File: src/rtl/ihex_pkg.sv
package ihex_pkg;

  // Request codes on the input channel
  localparam logic [1:0] REQ_CHAR   = 2'd0;
  localparam logic [1:0] REQ_END    = 2'd1;
  localparam logic [1:0] REQ_CLEAR  = 2'd2;
  localparam logic [1:0] REQ_UNUSED = 2'd3;

  // Result kinds
  localparam logic [1:0] KIND_DATA = 2'd0;
  localparam logic [1:0] KIND_OK   = 2'd1;
  localparam logic [1:0] KIND_ERR  = 2'd2;

  // Error codes
  localparam logic [2:0] ERR_TYPE    = 3'd0;
  localparam logic [2:0] ERR_LENGTH  = 3'd1;
  localparam logic [2:0] ERR_SUM     = 3'd2;
  localparam logic [2:0] ERR_EARLY   = 3'd3;
  localparam logic [2:0] ERR_ENDMARK = 3'd4;

  // Decoder phases
  localparam logic [2:0] PH_HUNT    = 3'd0;
  localparam logic [2:0] PH_HEADER  = 3'd1;
  localparam logic [2:0] PH_PAYLOAD = 3'd2;
  localparam logic [2:0] PH_CHECK   = 3'd3;
  localparam logic [2:0] PH_ENDMARK = 3'd4;
  localparam logic [2:0] PH_DONE    = 3'd5;

  // Record types
  localparam logic [7:0] REC_DATA    = 8'd0;
  localparam logic [7:0] REC_EOF     = 8'd1;
  localparam logic [7:0] REC_SEGMENT = 8'd2;
  localparam logic [7:0] REC_START   = 8'd3;

  localparam logic [7:0] CHAR_COLON = 8'h3A;
  localparam logic [7:0] CHAR_UPPER_F = 8'h46;

  localparam int QUEUE_DEPTH = 2;

  // Classified item passed from front to back
  typedef struct packed {
    logic [1:0] req;
    logic [3:0] nibble;
    logic       is_colon;
    logic       is_f;
  } item_t;

  // Hex digit to nibble; anything else decodes as zero
  function automatic logic [3:0] nibble_of(input logic [7:0] c);
    logic [7:0] d;
    begin
      d = 8'd0;
      if (c >= 8'h30 && c <= 8'h39) begin
        d = c - 8'h30;
      end else if (c >= 8'h61 && c <= 8'h66) begin
        d = c - 8'd87;
      end else if (c >= 8'h41 && c <= 8'h46) begin
        d = c - 8'd55;
      end
      nibble_of = d[3:0];
    end
  endfunction

endpackage

File: src/rtl/ihex_front.sv
module ihex_front (
  input  logic                in_valid,
  output logic                in_stall,
  input  logic [1:0]          req_type,
  input  logic [7:0]          ascii_char,
  input  logic                q_full,
  output logic                q_push,
  output ihex_pkg::item_t     q_item
);

  // Stall only when the queue has no room
  assign in_stall = q_full;

  // Classify the character; the unused request code is dropped here
  always_comb begin
    q_item.req      = req_type;
    q_item.nibble   = ihex_pkg::nibble_of(ascii_char);
    q_item.is_colon = (ascii_char == ihex_pkg::CHAR_COLON);
    q_item.is_f     = (ascii_char == ihex_pkg::CHAR_UPPER_F);
    q_push = in_valid && !q_full && (req_type != ihex_pkg::REQ_UNUSED);
  end

endmodule

File: src/rtl/ihex_queue.sv
module ihex_queue (
  input  logic            clk,
  input  logic            rst,
  input  logic            push,
  input  ihex_pkg::item_t push_item,
  output logic            full,
  input  logic            pop,
  output logic            not_empty,
  output ihex_pkg::item_t pop_item
);

  ihex_pkg::item_t entries [ihex_pkg::QUEUE_DEPTH];
  logic            wr_ptr;
  logic            rd_ptr;
  logic [1:0]      count;

  assign full      = (count == 2'(ihex_pkg::QUEUE_DEPTH));
  assign not_empty = (count != 2'd0);
  assign pop_item  = entries[rd_ptr];

  // Store pushed entries
  always_ff @(posedge clk) begin
    if (push) begin
      entries[wr_ptr] <= push_item;
    end
  end

  // Advance pointers and occupancy
  always_ff @(posedge clk) begin
    if (rst) begin
      wr_ptr <= 1'b0;
      rd_ptr <= 1'b0;
      count  <= 2'd0;
    end else begin
      if (push) wr_ptr <= ~wr_ptr;
      if (pop)  rd_ptr <= ~rd_ptr;
      count <= count + {1'b0, push} - {1'b0, pop};
    end
  end

  a_no_pop_empty: assert property (@(posedge clk) disable iff (rst)
    pop |-> count != 2'd0) else $error("pop from empty queue");

  a_no_push_full: assert property (@(posedge clk) disable iff (rst)
    push |-> !full) else $error("push into full queue");

endmodule

File: src/rtl/ihex_back.sv
module ihex_back (
  input  logic            clk,
  input  logic            rst,
  input  logic            q_not_empty,
  input  ihex_pkg::item_t q_item,
  output logic            q_pop,
  output logic            out_valid,
  input  logic            out_stall,
  output logic [1:0]      result_kind,
  output logic [7:0]      data_byte,
  output logic [2:0]      error_code
);

  logic [2:0] phase, phase_next;
  logic [8:0] char_count, char_count_next;
  logic [3:0] high_nibble, high_nibble_next;
  logic [7:0] record_length, record_length_next;
  logic [7:0] record_kind, record_kind_next;
  logic [7:0] running_sum, running_sum_next;
  logic       end_mark_seen, end_mark_seen_next;

  logic       res_valid;
  logic [1:0] res_kind;
  logic [7:0] res_byte;
  logic [2:0] res_code;
  logic [7:0] byte_val;
  logic [7:0] kind_sel;
  logic [7:0] need_len;
  logic [8:0] count_inc;
  logic [7:0] sum_plus;

  // Take the next item when the output slot is free or draining
  assign q_pop = q_not_empty && (!out_valid || !out_stall);

  assign byte_val  = {high_nibble, q_item.nibble};
  assign count_inc = char_count + 9'd1;
  assign sum_plus  = running_sum + byte_val;

  // Execute one classified item
  always_comb begin
    phase_next         = phase;
    char_count_next    = char_count;
    high_nibble_next   = high_nibble;
    record_length_next = record_length;
    record_kind_next   = record_kind;
    running_sum_next   = running_sum;
    end_mark_seen_next = end_mark_seen;
    res_valid = 1'b0;
    res_kind  = ihex_pkg::KIND_DATA;
    res_byte  = 8'd0;
    res_code  = 3'd0;
    kind_sel  = (char_count == 9'd7) ? byte_val : record_kind;
    need_len  = (kind_sel == ihex_pkg::REC_SEGMENT) ? 8'd2 : 8'd4;
    if (q_pop) begin
      unique case (q_item.req)
        ihex_pkg::REQ_CLEAR: begin
          phase_next         = ihex_pkg::PH_HUNT;
          char_count_next    = 9'd0;
          high_nibble_next   = 4'd0;
          record_length_next = 8'd0;
          record_kind_next   = 8'd0;
          running_sum_next   = 8'd0;
          end_mark_seen_next = 1'b0;
        end
        ihex_pkg::REQ_END: begin
          if (phase != ihex_pkg::PH_DONE) begin
            phase_next      = ihex_pkg::PH_DONE;
            char_count_next = 9'd0;
            res_valid       = 1'b1;
            res_kind        = ihex_pkg::KIND_ERR;
            res_code        = ihex_pkg::ERR_EARLY;
          end
        end
        ihex_pkg::REQ_CHAR: begin
          if (phase == ihex_pkg::PH_DONE) begin
            // ignore text after finishing
          end else if (phase == ihex_pkg::PH_HUNT) begin
            if (q_item.is_colon) begin
              phase_next       = ihex_pkg::PH_HEADER;
              char_count_next  = 9'd0;
              running_sum_next = 8'd0;
            end
          end else if (phase == ihex_pkg::PH_ENDMARK) begin
            if (char_count == 9'd0) begin
              end_mark_seen_next = q_item.is_f;
              char_count_next    = 9'd1;
            end else begin
              phase_next      = ihex_pkg::PH_DONE;
              char_count_next = 9'd0;
              res_valid       = 1'b1;
              if (end_mark_seen && q_item.is_f) begin
                res_kind = ihex_pkg::KIND_OK;
              end else begin
                res_kind = ihex_pkg::KIND_ERR;
                res_code = ihex_pkg::ERR_ENDMARK;
              end
            end
          end else if (!char_count[0]) begin
            // first digit of a byte
            high_nibble_next = q_item.nibble;
            char_count_next  = count_inc;
          end else if (phase == ihex_pkg::PH_HEADER) begin
            if (char_count == 9'd1) record_length_next = byte_val;
            if (char_count == 9'd7) record_kind_next = byte_val;
            running_sum_next = sum_plus;
            if (char_count != 9'd7) begin
              char_count_next = count_inc;
            end else begin
              char_count_next = 9'd0;
              if (kind_sel == ihex_pkg::REC_DATA) begin
                phase_next = (record_length == 8'd0) ? ihex_pkg::PH_CHECK
                                                     : ihex_pkg::PH_PAYLOAD;
              end else if (kind_sel == ihex_pkg::REC_EOF) begin
                phase_next         = ihex_pkg::PH_ENDMARK;
                end_mark_seen_next = 1'b0;
              end else if (kind_sel inside {ihex_pkg::REC_SEGMENT, ihex_pkg::REC_START}) begin
                if (record_length != need_len) begin
                  phase_next = ihex_pkg::PH_DONE;
                  res_valid  = 1'b1;
                  res_kind   = ihex_pkg::KIND_ERR;
                  res_code   = ihex_pkg::ERR_LENGTH;
                end else begin
                  phase_next = ihex_pkg::PH_PAYLOAD;
                end
              end else begin
                phase_next = ihex_pkg::PH_DONE;
                res_valid  = 1'b1;
                res_kind   = ihex_pkg::KIND_ERR;
                res_code   = ihex_pkg::ERR_TYPE;
              end
            end
          end else if (phase == ihex_pkg::PH_PAYLOAD) begin
            running_sum_next = sum_plus;
            if ({1'b0, char_count} + 10'd1 >= {1'b0, record_length, 1'b0}) begin
              phase_next      = ihex_pkg::PH_CHECK;
              char_count_next = 9'd0;
            end else begin
              char_count_next = count_inc;
            end
            if (record_kind == ihex_pkg::REC_DATA) begin
              res_valid = 1'b1;
              res_kind  = ihex_pkg::KIND_DATA;
              res_byte  = byte_val;
            end
          end else if (phase == ihex_pkg::PH_CHECK) begin
            if (sum_plus != 8'd0) begin
              phase_next      = ihex_pkg::PH_DONE;
              char_count_next = 9'd0;
              res_valid       = 1'b1;
              res_kind        = ihex_pkg::KIND_ERR;
              res_code        = ihex_pkg::ERR_SUM;
            end else begin
              phase_next         = ihex_pkg::PH_HUNT;
              char_count_next    = 9'd0;
              high_nibble_next   = 4'd0;
              record_length_next = 8'd0;
              record_kind_next   = 8'd0;
              running_sum_next   = 8'd0;
              end_mark_seen_next = 1'b0;
            end
          end
        end
        default: begin
        end
      endcase
    end
  end

  // Update decoder state
  always_ff @(posedge clk) begin
    if (rst) begin
      phase         <= ihex_pkg::PH_HUNT;
      char_count    <= 9'd0;
      high_nibble   <= 4'd0;
      record_length <= 8'd0;
      record_kind   <= 8'd0;
      running_sum   <= 8'd0;
      end_mark_seen <= 1'b0;
    end else begin
      phase         <= phase_next;
      char_count    <= char_count_next;
      high_nibble   <= high_nibble_next;
      record_length <= record_length_next;
      record_kind   <= record_kind_next;
      running_sum   <= running_sum_next;
      end_mark_seen <= end_mark_seen_next;
    end
  end

  // Hold the result while stalled, load a new one on pop
  always_ff @(posedge clk) begin
    if (rst) begin
      out_valid <= 1'b0;
    end else if (q_pop) begin
      out_valid <= res_valid;
    end else if (!out_stall) begin
      out_valid <= 1'b0;
    end
  end

  always_ff @(posedge clk) begin
    if (q_pop && res_valid) begin
      result_kind <= res_kind;
      data_byte   <= res_byte;
      error_code  <= res_code;
    end
  end

  a_finish_to_done: assert property (@(posedge clk) disable iff (rst)
    (q_pop && res_valid && res_kind != ihex_pkg::KIND_DATA) |=> phase == ihex_pkg::PH_DONE)
    else $error("finish result without done phase");

  a_done_silent: assert property (@(posedge clk) disable iff (rst)
    (q_pop && phase == ihex_pkg::PH_DONE) |-> !res_valid)
    else $error("result produced after finishing");

  a_data_from_payload: assert property (@(posedge clk) disable iff (rst)
    (q_pop && res_valid && res_kind == ihex_pkg::KIND_DATA)
      |-> (phase == ihex_pkg::PH_PAYLOAD && record_kind == ihex_pkg::REC_DATA))
    else $error("data byte outside a data record payload");

endmodule

File: src/rtl/intel_hex_to_binary_stream_core.sv
// Intel HEX text to binary byte stream decoder.
// An accepted character is written into the queue, and its result is registered when the back end pops it.
// Throughput: one character per cycle while the output is not stalled; the back end decodes each item combinationally.
// A two-entry queue separates the character classifier from the record decoder.
// Reset (rst, synchronous) empties the queue and output and returns to colon hunting.
module intel_hex_to_binary_stream_core (
  input  logic       clk,
  input  logic       rst,
  input  logic       in_valid,
  output logic       in_stall,
  input  logic [1:0] req_type,
  input  logic [7:0] ascii_char,
  output logic       out_valid,
  input  logic       out_stall,
  output logic [1:0] result_kind,
  output logic [7:0] data_byte,
  output logic [2:0] error_code
);

  ihex_pkg::item_t push_item;
  ihex_pkg::item_t pop_item;
  logic            q_full;
  logic            q_push;
  logic            q_pop;
  logic            q_not_empty;

  ihex_front u_front (
    .in_valid   (in_valid),
    .in_stall   (in_stall),
    .req_type   (req_type),
    .ascii_char (ascii_char),
    .q_full     (q_full),
    .q_push     (q_push),
    .q_item     (push_item)
  );

  ihex_queue u_queue (
    .clk       (clk),
    .rst       (rst),
    .push      (q_push),
    .push_item (push_item),
    .full      (q_full),
    .pop       (q_pop),
    .not_empty (q_not_empty),
    .pop_item  (pop_item)
  );

  ihex_back u_back (
    .clk         (clk),
    .rst         (rst),
    .q_not_empty (q_not_empty),
    .q_item      (pop_item),
    .q_pop       (q_pop),
    .out_valid   (out_valid),
    .out_stall   (out_stall),
    .result_kind (result_kind),
    .data_byte   (data_byte),
    .error_code  (error_code)
  );

endmodule
File: config.mk
export PLATFORM = sky130hd
export DESIGN_NAME = intel_hex_to_binary_stream_core
export DESIGN_NICKNAME = d
export VERILOG_FILES = /design/src/rtl/ihex_pkg.sv /design/src/rtl/ihex_front.sv /design/src/rtl/ihex_queue.sv /design/src/rtl/ihex_back.sv /design/src/rtl/intel_hex_to_binary_stream_core.sv
export SDC_FILE = /design/constraint.sdc
export NUM_CORES = 1
export LEC_CHECK = 0
export BUFFER_PORTS_ARGS = -buffer_cell sky130_fd_sc_hd__buf_2
export CORE_MARGIN = 4
export CORE_UTILIZATION = 40
export DETAILED_ROUTE_END_ITERATION = 10
export PLACE_DENSITY_LB_ADDON = 0.25
export RECOVER_POWER = 50
export SYNTH_ARGS = -nofsm -noshare
export SYNTH_HDL_FRONTEND = slang
export SYNTH_SLANG_ARGS = --single-unit
File: constraint.sdc
create_clock -name clk -period 4.8 [get_ports clk]
set_clock_uncertainty 0.05 [all_clocks]
set_input_delay 0.48 -clock clk [delete_from_list [all_inputs] [get_ports clk]]
set_output_delay 0.48 -clock clk [all_outputs]
set_load 0.05 [all_outputs]
---- Word level (Yosys, flattened, before mapping) ----
Memories as Yosys holds them, arrays and structs flattened. A register that Yosys moved wholly into a read port is not among the register bits.
Cells that the tools add are included.
Widths: inputs -> output; s select.
cells by class
  add/subtract/negate cells ............... 8
  equal/unequal tests ..................... 52
  reduce and logical (&&, ||, !) cells .... 32
  magnitude comparators ................... 7
  bitwise operators ....................... 7
  mux-type cells .......................... 141
operators with widths
  cell                  number
  $mux 8                22
  $mux 9                11
  $mux 3                30
  $pmux 8 s2            3
  $mux 4                11
  $mux 1                39
  $mux 2                18
  $pmux 9 s3            1
  $logic_not 8->1       3
  $ne 3x3->1 const B    8
  $reduce_and 10->1     2
  $reduce_and 9->1      2
  $eq 8x2->1 const B    2
  $ge 8x7->1 const B    2
  $le 8x7->1 const B    2
  $ne 4x3->1 const B    4
  $reduce_and 12->1     1
  $add 9x1->10 const B  1
  $ge 10x9->1           1
  $add 9x1->9 const B   1
  $eq 9x1->1 const B    1
  $eq 9x3->1 const B    1
  $logic_not 9->1       1
  $ne 3x1->1 const B    3
  other kinds (46)      77
word-level totals
  flip-flop bits (word level) ............. 59
  memories kept ........................... 1
  bits of input ports ..................... 14
  bits in writable memories ............... 16
memory list
  name             depth  width  rd ports  clocked after memory_dff  wr ports  line              source
  u_queue.entries  2      8      1         1                         1         ihex_queue.sv:12  ihex_pkg::item_t entries [ihex_pkg::QUEUE_DEPTH];

---- Depth between registers and ports, before layout ----
Gate-level depths: netlist of the first run.
  depth after elaboration ................. 18
  gate-level depth with buffers ........... 14

---- Modules after synthesis ----
A second synthesis of the first run with hierarchy kept.
unflattened totals
  cells, all modules ...................... 525
  area, all modules ....................... 4,729.5 µm²
by module, submodules not included
  module      instances  sequential area each (µm²)  cells an instance  area an instance (µm²)
  ihex_back   1          1,231.2                     444                3,669.8
  ihex_queue  1          580.6                       46                 794.5
  ihex_front  1          0.0                         35                 265.3

---- Least setup slack after synthesis of the first run ----
OpenSTA, ideal clock, no wires.
  kind .................................... reg2reg
  start ................................... register with a tool-made name
  end ..................................... register u_back.data_byte[0] (enable)
  slack ................................... 1.072 ns
  setup time .............................. 0.384 ns
  data arrival time ....................... 3.293 ns
  clock period less this slack ............ 3.728 ns
  cell stages (with the launch flop) ...... 14
  path through ............................ dfxtp_1 buf_4 mux2i_1 inv_2 ha_1 inv_1 fa_1 nand2b_1 a2111oi_0 a311oi_2 o2111a_1 a31oi_1 o211ai_1 o21ai_1
RTL lines
  item                  line              source
  to (signal assigned)  ihex_back.sv:204  data_byte <= res_byte;
  to (decl)             ihex_back.sv:10   output logic [7:0] data_byte,

==> results.ini, run 1 <==
[floorplanning]
die_x_um = 116
dieArea_mm2 = 0.0136
fp.dieH_um = 116
start_util = 0.410
design.core.area_mm2 = 0.0115
fp-row-count = 39
pin_count = 29

[sta]
fmax_ghz = 0.252
fin_crit_ns = 3.97
rsz0062_at_grt = no
period_share = 0.827
whs_ns = 0.335
maxSlewViolCount = 51
hold_violations = 0
setup_viol = 0
tightest_slew_ns = 2.43
tns_ns = 0
maxSlewHeadroom = -0.619

[yosys]
synthMostInstantiatedCell = dfxtp_1
async_reset_ff_frac = 0
synth_nets = 562
yosysTopAreaCell = dfxtp_1
synth_edf_count = 29
synth_cell_types = 77
synth.area.mux_share = 0.0234
synth_compound_area_frac = 0.231
syn_area_per_cell_um2 = 9.00
ys_seq_elements = 76
netlist_top_cells_count = 47 x dfxtp_1, 43 x a21oi_1, 38 x inv_1, 38 x nor2_1, 34 x nand2_1
synth_top_area_frac = 0.200
synth_top_family_by_area = compound AO/OA/AOI/OAI gates
synth_simple_gate_area_frac = 0.212
seq_area_frac_synth = 0.385
synth_xor_area_frac = 0.0261
synth-main-ff-cell = dfxtp_1
synth_area_leaders = dfxtp_1 20%, edfxtp_1 19%, ha_1 6.4%
synthAdderAreaFrac = 0.0681
yosysWarnings = 0
syn-cell-area_mm2 = 0.00471
syn_inst = 523

[final_layout]
regArea_mm2 = 0.00181
fillers = 1142
diodes = 0
nNetsFinal = 585
multi_input_area_mm2 = 0.00264
area_growth_pct = 11.4
layout-drive-gt1-share = 0.0907

[setup_path]
path_cells = mux2i_1 -> buf_4 -> inv_2 -> ha_1 -> inv_1 -> fa_1 -> nand2b_1 -> a21o_1 -> a311oi_2 -> a21boi_1 -> nand4_1 -> a32oi_1 -> o32ai_1
cp-start-kind = flop
worst_setup_path_end_kind = flop
ff2ff_setup_slack_ns = 0.83
r2r_cells = 13
slowest_stage = dfxtp_1
crit_type = flop to flop
r2r_end = u_back.record_kind[7]$_SDFFE_PP0P_
slowest_delay_ns = 0.69
worstPathRequired_ns = 4.88
arrival_ns = 4.05
path_max_fanout = 11

[clock_network]
clockBufferDepth = 2
clock_latency_ns = 0.35
cts_resized = 0
cts_tree = done
cts_setup_buffers = 0
cts_buffers = 9
h-tree-depth = 3
cts_sinks = 76
ctsHoldBuffers = 0
clk_pin_slew_ns = 0.06
clockRootBuffer = clkbuf_16

[worst_hold_path]
min_to = u_queue.entries[0][6]$_DFFE_PP_
hold_start = req_type[0]
hp-class = input pin to flop
min_delay_path_depth = 1

[pwr]
max-vdd-ir-drop_mv = 0.268
p_per_area_mw_per_mm2 = 426
cellLeakagePower_nw = 1.85
total_power_w = 0.00223

[detailed_routing]
firstDrtPassIters = 5
met2_length_um = 5860
dr_total_vias = 4218
drc = 0
wl_met3_um = 633
viasPerCell = 6.08
drt-total-wl_um = 12800
drtIter0Drc = 300
highest_layer = met4
wl_met1_um = 5970
drtAntennaViolNets = 0
routedWlPerCell_um = 18.5

[grt]
grt_max_degree = 51
grt_pass1_vias = 4037
grt_overflow_total = 0
antenna_found_initial = 0
grt_first_pass_wirelength_um = 20800
grt.total_usage = 0.199

[job]
maxCapViolCount = 1

[placed_design]
gp_congestion = 0.916
port_buffers = 28
dp_hpwl_um = 9540

[outcome]
status = finished, violations left
violations = max-capacitance violations, max-slew violations

-- how the worst max path moves through the flow --
| stage | from | to | slack [ns] | cells past startpoint |
|---|---|---|---|---|
| 6_report | flop | u_back.record_kind[7]$_SDFFE_PP0P_ | 0.83 | 13 |
| 5_1_grt | flop | u_back.running_sum[1]$_SDFFE_PP0P_ | 0.44 | 13 |
| 4_1_cts | flop | u_back.data_byte[3]$_SDFFCE_PP0P_ | 0.92 | 14 |
| 3_5_place_dp | flop | u_back.data_byte[3]$_SDFFCE_PP0P_ | 0.92 | 14 |
| 3_3_place_gp | flop | u_back.data_byte[0]$_SDFFCE_PP0P_ | 1.01 | 14 |
| 2_1_floorplan | flop | u_back.data_byte[0]$_SDFFCE_PP0P_ | 1.07 | 13 |
-- kinds of logic after synthesis --
family / Yosys count
XOR/XNOR: 14
buffers and inverters: 61
adder cells (fa/ha/maj): 25
AO/OA/AOI/OAI: 153
multiplexers: 10
AND/OR/NAND/NOR: 184
flip-flops: 76
-- routing by layer --
layer / track usage / vias to the layer above
met5: 0 / -
met4: 0.0889 / 0
met1: 0.265 / 2026
met3: 0.0337 / 25
li1: - / 2032
met2: 0.316 / 135
-- cell type report --
cell class	count	share of cell area
inverters	40	0.0287
multi-input cells	386	0.503
clock buffers	10	0.0456
clock inverters	6	0.0134
repair buffers	33	0.0294
flip-flops and latches	76	0.346
well taps	143	0.0341
-- sequential cells by signal (all words and copies together), names as in the netlist, 2 cells and up, named ones only --
name,flops
u_back.record_kind,8
u_back.error_code,3
u_back.data_byte,8
u_back.high_nibble,4
u_queue.entries,16
u_back.running_sum,8
u_back.char_count,9
u_queue.count,2
u_back.result_kind,2
u_back.phase,3
u_back.record_length,8
-- per-stage QoR --
stage	cells	setup WS (ns)	utilization	cell area (µm²)
6_report	694	0.832	0.457	5240
5_1_grt	694	0.444	0.457	5240
4_1_cts	694	0.918	0.459	5270
3_3_place_gp	678	1.01	0.432	4960
2_1_floorplan	523	1.07	-	4710
3_5_place_dp	678	0.922	0.432	4960
-- where the power goes --
part / total, W / switching, W / internal, W
sequential: 0.000811 / 0.0000727 / 0.000738
combinational: 0.000715 / 0.000496 / 0.000219
clock: 0.000708 / 0.000287 / 0.000421
total: 0.00223 / 0.000856 / 0.00138
-- worst max-delay path, delay by kind of cell, from the launching register on --
kind,cells,cell delay (ns)
fa+ha+maj,2,0.58
simple gates,2,0.31
flops,1,0.69
compound gates,5,1.63
buf+inv,3,0.34
mux,1,0.15
-- cells in the final DEF (no fill, tap or decap), drive strengths merged, types with 11 or more instances in the layout --
cell type,n
nand2,34
o211ai,14
nand3,24
ha,24
nor4,13
clkbuf,29
edfxtp,29
nor2,39
inv,41
dfxtp,47
o32ai,13
or4,11
buf,14
a21oi,45
o21ai,15
No activity file was read; power rests on OpenSTA's default activity.
==> run 2, diff against run 1 <==
clock period = 4 ns   (was 4.8 ns; I/O delays follow)
==> results.ini, run 2 (synthesized netlist as in run 1, its figures left out) <==
[grt]
grt_overflow_total = 0  ; unchanged
antenna_found_initial = 0  ; unchanged
grtUsageMet1 = 0.263  ; was 0.265
grt.total_usage = 0.198  ; was 0.199
grt_pass1_vias = 3959  ; was 4037
grt_first_pass_wirelength_um = 20600  ; was 20800 µm
grt_max_degree = 51  ; unchanged
use_met3 = 0.0389  ; was 0.0337
grt_use_met2 = 0.317  ; was 0.316
busiest_layer = met2  ; unchanged

[pwr]
p_clk_frac = 0.285  ; was 0.317
p_comb_frac = 0.344  ; was 0.320
cellLeakagePower_nw = 1.85  ; about the same
max-vdd-ir-drop_mv = 0.290  ; was 0.268 mV
p_seq_frac = 0.371  ; was 0.363
p_per_area_mw_per_mm2 = 495  ; was 426 mW/mm²
switching_power_w = 0.00101  ; was 0.000856 W
p_sw_frac = 0.389  ; was 0.383
total_power_w = 0.00259  ; was 0.00223 W
p_int_w = 0.00158  ; was 0.00138 W

[final_layout]
fillers = 1139  ; was 1142
top_register = u_queue.entries  ; unchanged
largest_reg_flops = 16  ; unchanged
final_cell_mix = 47 x dfxtp_1, 43 x a21oi_1, 38 x nor2_1, 38 x inv_1, 34 x nand2_1  ; unchanged
final_common_cell = dfxtp_1  ; unchanged
nNetsFinal = 590  ; was 585
reg.largest.list = u_queue.entries: 16 flops, u_back.char_count: 9 flops  ; unchanged
regArea_mm2 = 0.00181  ; unchanged
area_growth_pct = 11.2  ; was 11.4%
layout-drive-gt1-share = 0.0935  ; was 0.0907
post-route-util = 0.456  ; was 0.457
multi_input_area_mm2 = 0.00264  ; unchanged
diodes = 0  ; unchanged

[placed_design]
port_buffers = 28  ; unchanged
dp_hpwl_um = 9510  ; was 9540 µm
gp_congestion = 1.02  ; was 0.916
dp_slack_ns = 0.445  ; was 0.922 ns

[sta]
rsz0062_at_grt = no  ; unchanged
fin_crit_ns = 3.63  ; was 3.97 ns
whs_ns = 0.263  ; was 0.335 ns
tns_ns = 0  ; unchanged
maxSlewViolCount = 0  ; was 51
fmax_ghz = 0.275  ; was 0.252 GHz
hold_violations = 0  ; unchanged
tightest_slew_ns = 1.14  ; was 2.43 ns
period_share = 0.908  ; was 0.827
setup_viol = 0  ; unchanged
finalWorstSetupSlack_ns = 0.367  ; was 0.832 ns
maxSlewHeadroom = 0.235  ; was -0.619

[setup_path]
path_cells = mux2i_1 -> inv_2 -> ha_1 -> inv_1 -> fa_1 -> nand2b_1 -> a2111oi_0 -> a311oi_2 -> o2111a_1 -> a31oi_1 -> o211ai_1 -> o21ai_1 -> buf_4  ; was mux2i_1 -> buf_4 -> inv_2 -> ha_1 -> inv_1 -> fa_1 -> nand2b_1 -> a21o_1 -> a311oi_2 -> a21boi_1 -> nand4_1 -> a32oi_1 -> o32ai_1
cp-start-kind = flop  ; unchanged
slowest_stage = a2111oi_0  ; was dfxtp_1
arrival_ns = 3.62  ; was 4.05 ns
slowest_delay_ns = 0.52  ; was 0.69 ns
path_max_fanout = 13  ; was 11
worst_setup_path_end_kind = flop  ; unchanged
worstPathRequired_ns = 3.99  ; was 4.88 ns
crit_type = flop to flop  ; unchanged

[clock_network]
cts_sinks = 76  ; unchanged
clock_latency_ns = 0.35  ; about the same
ctsHoldBuffers = 0  ; unchanged
cts_buffers = 9  ; unchanged
cts_resized = 0  ; unchanged
clockBufferDepth = 2  ; unchanged
clockRootBuffer = clkbuf_16  ; unchanged
cts_tree = done  ; unchanged
clk_pin_slew_ns = 0.06  ; about the same
h-tree-depth = 3  ; unchanged
cts_setup_buffers = 0  ; unchanged

[floorplanning]
pin_count = 29  ; unchanged
fp.dieH_um = 116  ; unchanged
dieArea_mm2 = 0.0136  ; unchanged
fp-row-count = 39  ; unchanged
die_x_um = 116  ; unchanged
design.core.area_mm2 = 0.0115  ; unchanged
start_util = 0.410  ; unchanged

[detailed_routing]
drc = 0  ; unchanged
dr_total_vias = 4182  ; was 4218
routedWlPerCell_um = 18.0  ; was 18.5 µm
firstDrtPassIters = 5  ; unchanged
drtAntennaViolNets = 0  ; unchanged
viasPerCell = 5.98  ; was 6.08
drt-total-wl_um = 12600  ; was 12800 µm
drtIter0Drc = 396  ; was 300

[outcome]
status = finished clean  ; was finished, violations left

[job]
maxCapViolCount = 0  ; was 1

[worst_hold_path]
hp-class = input pin to flop  ; unchanged

run 2: power groups by stage:
stage	clock [W]	combinational [W]	sequential, W
4_1_cts	0.000754	0.000895	0.000960
6_report	0.000738	0.000890	0.000961
3_3_place_gp	0	0.000883	0.000975
5_1_grt	0.000786	0.000982	0.000969
3_5_place_dp	0	0.000889	0.000975
2_1_floorplan	0	0.000602	0.00101
run 2: cell type report:
type,instances,area share
multi-input combinational,386,0.504
tap,143,0.0342
clock inverter,4,0.00502
timing repair buffer,38,0.0366
inverter,40,0.0287
clock buffer,12,0.0452
sequential,76,0.346
run 2: critical path, delay by kind of cell, from the launching register on:
family,cells,cell delay [ns]
DFF,1,0.47
and+or+nand+nor,1,0.22
AOI/OAI and AO/OA,6,1.40
adders and majority gates,2,0.61
buffers and inverters,3,0.43
muxes,1,0.15
run 2: per-layer routing:
metal  vias up  wire (µm)
met5         -          0
li1       2041          -
met1      1970       5650
met2       150       5860
met3        21        799
met4         0        305
run 2: worst paths after layout:
path / start / end / slack [ns] / depth (start not counted)
setup / recovery: flop / u_back.result_kind[1]$_SDFFCE_PN0P_ / 0.37 / 13
hold / removal: req_type[0] / u_queue.entries[1][6]$_DFFE_PP_ / 0.26 / 1
setup reg to reg: flop / u_back.result_kind[1]$_SDFFCE_PN0P_ / 0.37 / 13
hold reg to reg: u_back.record_kind[5]$_SDFFE_PP0P_ / u_back.record_kind[5]$_SDFFE_PP0P_ / 0.42 / 2
run 2: through the flow:
step | instances | area (µm²)
2_1_floorplan | 523 | 4710
3_3_place_gp | 683 | 4990
3_5_place_dp | 683 | 4990
4_1_cts | 699 | 5260
5_1_grt | 699 | 5230
6_report | 699 | 5230
==> run 3, diff against run 2 <==
CAP_MARGIN = 25   (was unset)
CORE_MARGIN = 5   (was 4)
clock period = 4.44 ns   (was 4 ns; I/O delays follow)
==> results.ini, run 3 (synthesized netlist as in run 1, its figures left out) <==
[outcome]
violations = max-capacitance violations, max-slew violations
status = finished, violations left  ; was finished clean

[setup_path]
cp-start-kind = flop  ; unchanged
worst_setup_path_end_kind = flop  ; unchanged
worstSetupPathDepth = 11  ; was 13
slowest_stage = a211oi_2  ; was a2111oi_0
r2r_cells = 11  ; was 13
r2r-start = u_back.char_count[0]$_SDFFE_PP0P_
r2r_end = u_back.char_count[7]$_SDFFE_PP0P_  ; was u_back.result_kind[1]$_SDFFCE_PN0P_
path_max_fanout = 11  ; was 13
slowest_delay_ns = 0.63  ; was 0.52 ns
path_cells = ha_1 -> and3_1 -> and3_1 -> xor2_1 -> ha_1 -> a211o_1 -> a31o_1 -> a41o_1 -> a211oi_2 -> a21oi_1 -> a311oi_1  ; was mux2i_1 -> inv_2 -> ha_1 -> inv_1 -> fa_1 -> nand2b_1 -> a2111oi_0 -> a311oi_2 -> o2111a_1 -> a31oi_1 -> o211ai_1 -> o21ai_1 -> buf_4
worst-path-buf-inv = 0  ; was 3
arrival_ns = 3.91  ; was 3.62 ns
ff2ff_setup_slack_ns = 0.70  ; was 0.37 ns
crit_type = flop to flop  ; unchanged
cp-endpoint = u_back.char_count[7]$_SDFFE_PP0P_  ; was u_back.result_kind[1]$_SDFFCE_PN0P_
critPathTopFamily = compound AO/OA/AOI/OAI gates  ; unchanged
worstPathRequired_ns = 4.61  ; was 3.99 ns
cp-startpoint = u_back.char_count[0]$_SDFFE_PP0P_

[final_layout]
largest_reg_flops = 16  ; unchanged
post-route-util = 0.456  ; about the same
final_cell_mix = 47 x dfxtp_1, 43 x a21oi_1, 38 x nor2_1, 38 x inv_1, 34 x nand2_1  ; unchanged
final_common_cell = dfxtp_1  ; unchanged
area_growth_pct = 11.1  ; was 11.2%
diodes = 0  ; unchanged
layout-drive-gt1-share = 0.0955  ; was 0.0935
top_register = u_queue.entries  ; unchanged
nNetsFinal = 589  ; was 590
reg.largest.list = u_queue.entries: 16 flops, u_back.char_count: 9 flops  ; unchanged

[placed_design]
gp_congestion = 0.979  ; was 1.02
dp_hpwl_um = 9870  ; was 9510 µm
port_buffers = 28  ; unchanged

[floorplanning]
fp-row-count = 39  ; unchanged
pin_count = 29  ; unchanged
start_util = 0.410  ; unchanged
design.core.area_mm2 = 0.0115  ; unchanged
die_x_um = 118  ; was 116 µm
dieArea_mm2 = 0.0140  ; was 0.0136 mm²
fp.dieH_um = 118  ; was 116 µm

[detailed_routing]
drtAntennaViolNets = 0  ; unchanged
drc = 0  ; unchanged
drt-total-wl_um = 13200  ; was 12600 µm
firstDrtPassIters = 6  ; was 5
dr_total_vias = 4301  ; was 4182
drtIter0Drc = 333  ; was 396
viasPerCell = 6.16  ; was 5.98
routedWlPerCell_um = 18.9  ; was 18.0 µm

[grt]
grt_max_degree = 51  ; unchanged
antenna_found_initial = 0  ; unchanged
grt_first_pass_wirelength_um = 21600  ; was 20600 µm
grt_overflow_total = 0  ; unchanged
grt.total_usage = 0.190  ; was 0.198
grt_pass1_vias = 4064  ; was 3959

[sta]
tns_ns = 0  ; unchanged
fmax_ghz = 0.267  ; was 0.275 GHz
setup_viol = 0  ; unchanged
rsz0062_at_grt = no  ; unchanged
fin_crit_ns = 3.74  ; was 3.63 ns
tightest_slew_ns = 2.42  ; was 1.14 ns
hold_violations = 0  ; unchanged
maxSlewViolCount = 51  ; was 0
period_share = 0.842  ; was 0.908
maxSlewHeadroom = -0.614  ; was 0.235

[job]
maxCapViolCount = 1  ; was 0

[pwr]
cellLeakagePower_nw = 1.85  ; about the same
p_per_area_mw_per_mm2 = 458  ; was 495 mW/mm²
max-vdd-ir-drop_mv = 0.271  ; was 0.290 mV

[clock_network]
cts_resized = 0  ; unchanged
clock_latency_ns = 0.35  ; about the same
cts_sinks = 76  ; unchanged
ctsHoldBuffers = 0  ; unchanged
cts_tree = done  ; unchanged
cts_setup_buffers = 0  ; unchanged
h-tree-depth = 3  ; unchanged
clk_pin_slew_ns = 0.06  ; about the same
clockBufferDepth = 2  ; unchanged
clockRootBuffer = clkbuf_16  ; unchanged
cts_buffers = 9  ; unchanged

[worst_hold_path]
hp-class = input pin to flop  ; unchanged

==> run 3: final cells by class <==
cell class / count / area [µm²]
Sequential cell: 76 / 1810
Timing Repair Buffer: 37 / 184
Clock inverter: 7 / 58.8
Clock buffer: 9 / 225
Inverter: 40 / 150
Tap cell: 143 / 179
Multi-Input combinational cell: 386 / 2620
Fill cell: 1104 / 6240
==> run 3: power breakdown <==
| group | leakage (nW) | total [W] | internal (W) | switching (W) |
|---|---|---|---|---|
| clock network | 0.139 | 0.000710 | 0.000388 | 0.000322 |
| logic | 1.07 | 0.000818 | 0.000252 | 0.000566 |
| registers | 0.648 | 0.000867 | 0.000798 | 0.0000683 |
| total | 1.85 | 0.00239 | 0.00144 | 0.000956 |
==> run 3: how the worst min path moves through the flow <==
stage	from	to	slack, ns	depth (start not counted)
3_5_place_dp	u_back.record_length[6]$_SDFFE_PP0P_	u_back.record_length[6]$_SDFFE_PP0P_	0.42	2
6_report	req_type[1]	u_queue.entries[1][7]$_DFFE_PP_	0.31	1
3_3_place_gp	u_back.record_length[6]$_SDFFE_PP0P_	u_back.record_length[6]$_SDFFE_PP0P_	0.41	2
4_1_cts	req_type[0]	u_queue.entries[1][6]$_DFFE_PP_	0.26	1
5_1_grt	req_type[1]	u_queue.entries[1][7]$_DFFE_PP_	0.32	1
2_1_floorplan	u_back.record_length[5]$_SDFFE_PP0P_	u_back.record_length[5]$_SDFFE_PP0P_	0.39	2
==> run 3: metal layers <==
metal / vias to the layer above / share of wire / routed length [µm] / GRT usage
met5: - / 0 / 0 / 0
met4: 0 / 0.028 / 370 / 0.0744
met3: 25 / 0.053 / 700 / 0.0344
met2: 147 / 0.47 / 6160 / 0.305
met1: 2085 / 0.45 / 5960 / 0.254
li1: 2044 / - / - / -
==> run 3: stage by stage <==
| stage | hold WS (ns) | std cells | setup slack [ns] | total power [W] | instance area, µm² |
|---|---|---|---|---|---|
| 2_1_floorplan | 0.394 | 523 | 0.712 | 0.00145 | 4710 |
| 3_3_place_gp | 0.406 | 682 | 0.777 | 0.00169 | 4990 |
| 3_5_place_dp | 0.416 | 682 | 0.769 | 0.00169 | 4990 |
| 4_1_cts | 0.262 | 698 | 0.746 | 0.00240 | 5270 |
| 5_1_grt | 0.318 | 698 | 0.352 | 0.00252 | 5230 |
| 6_report | 0.312 | 698 | 0.700 | 0.00239 | 5230 |
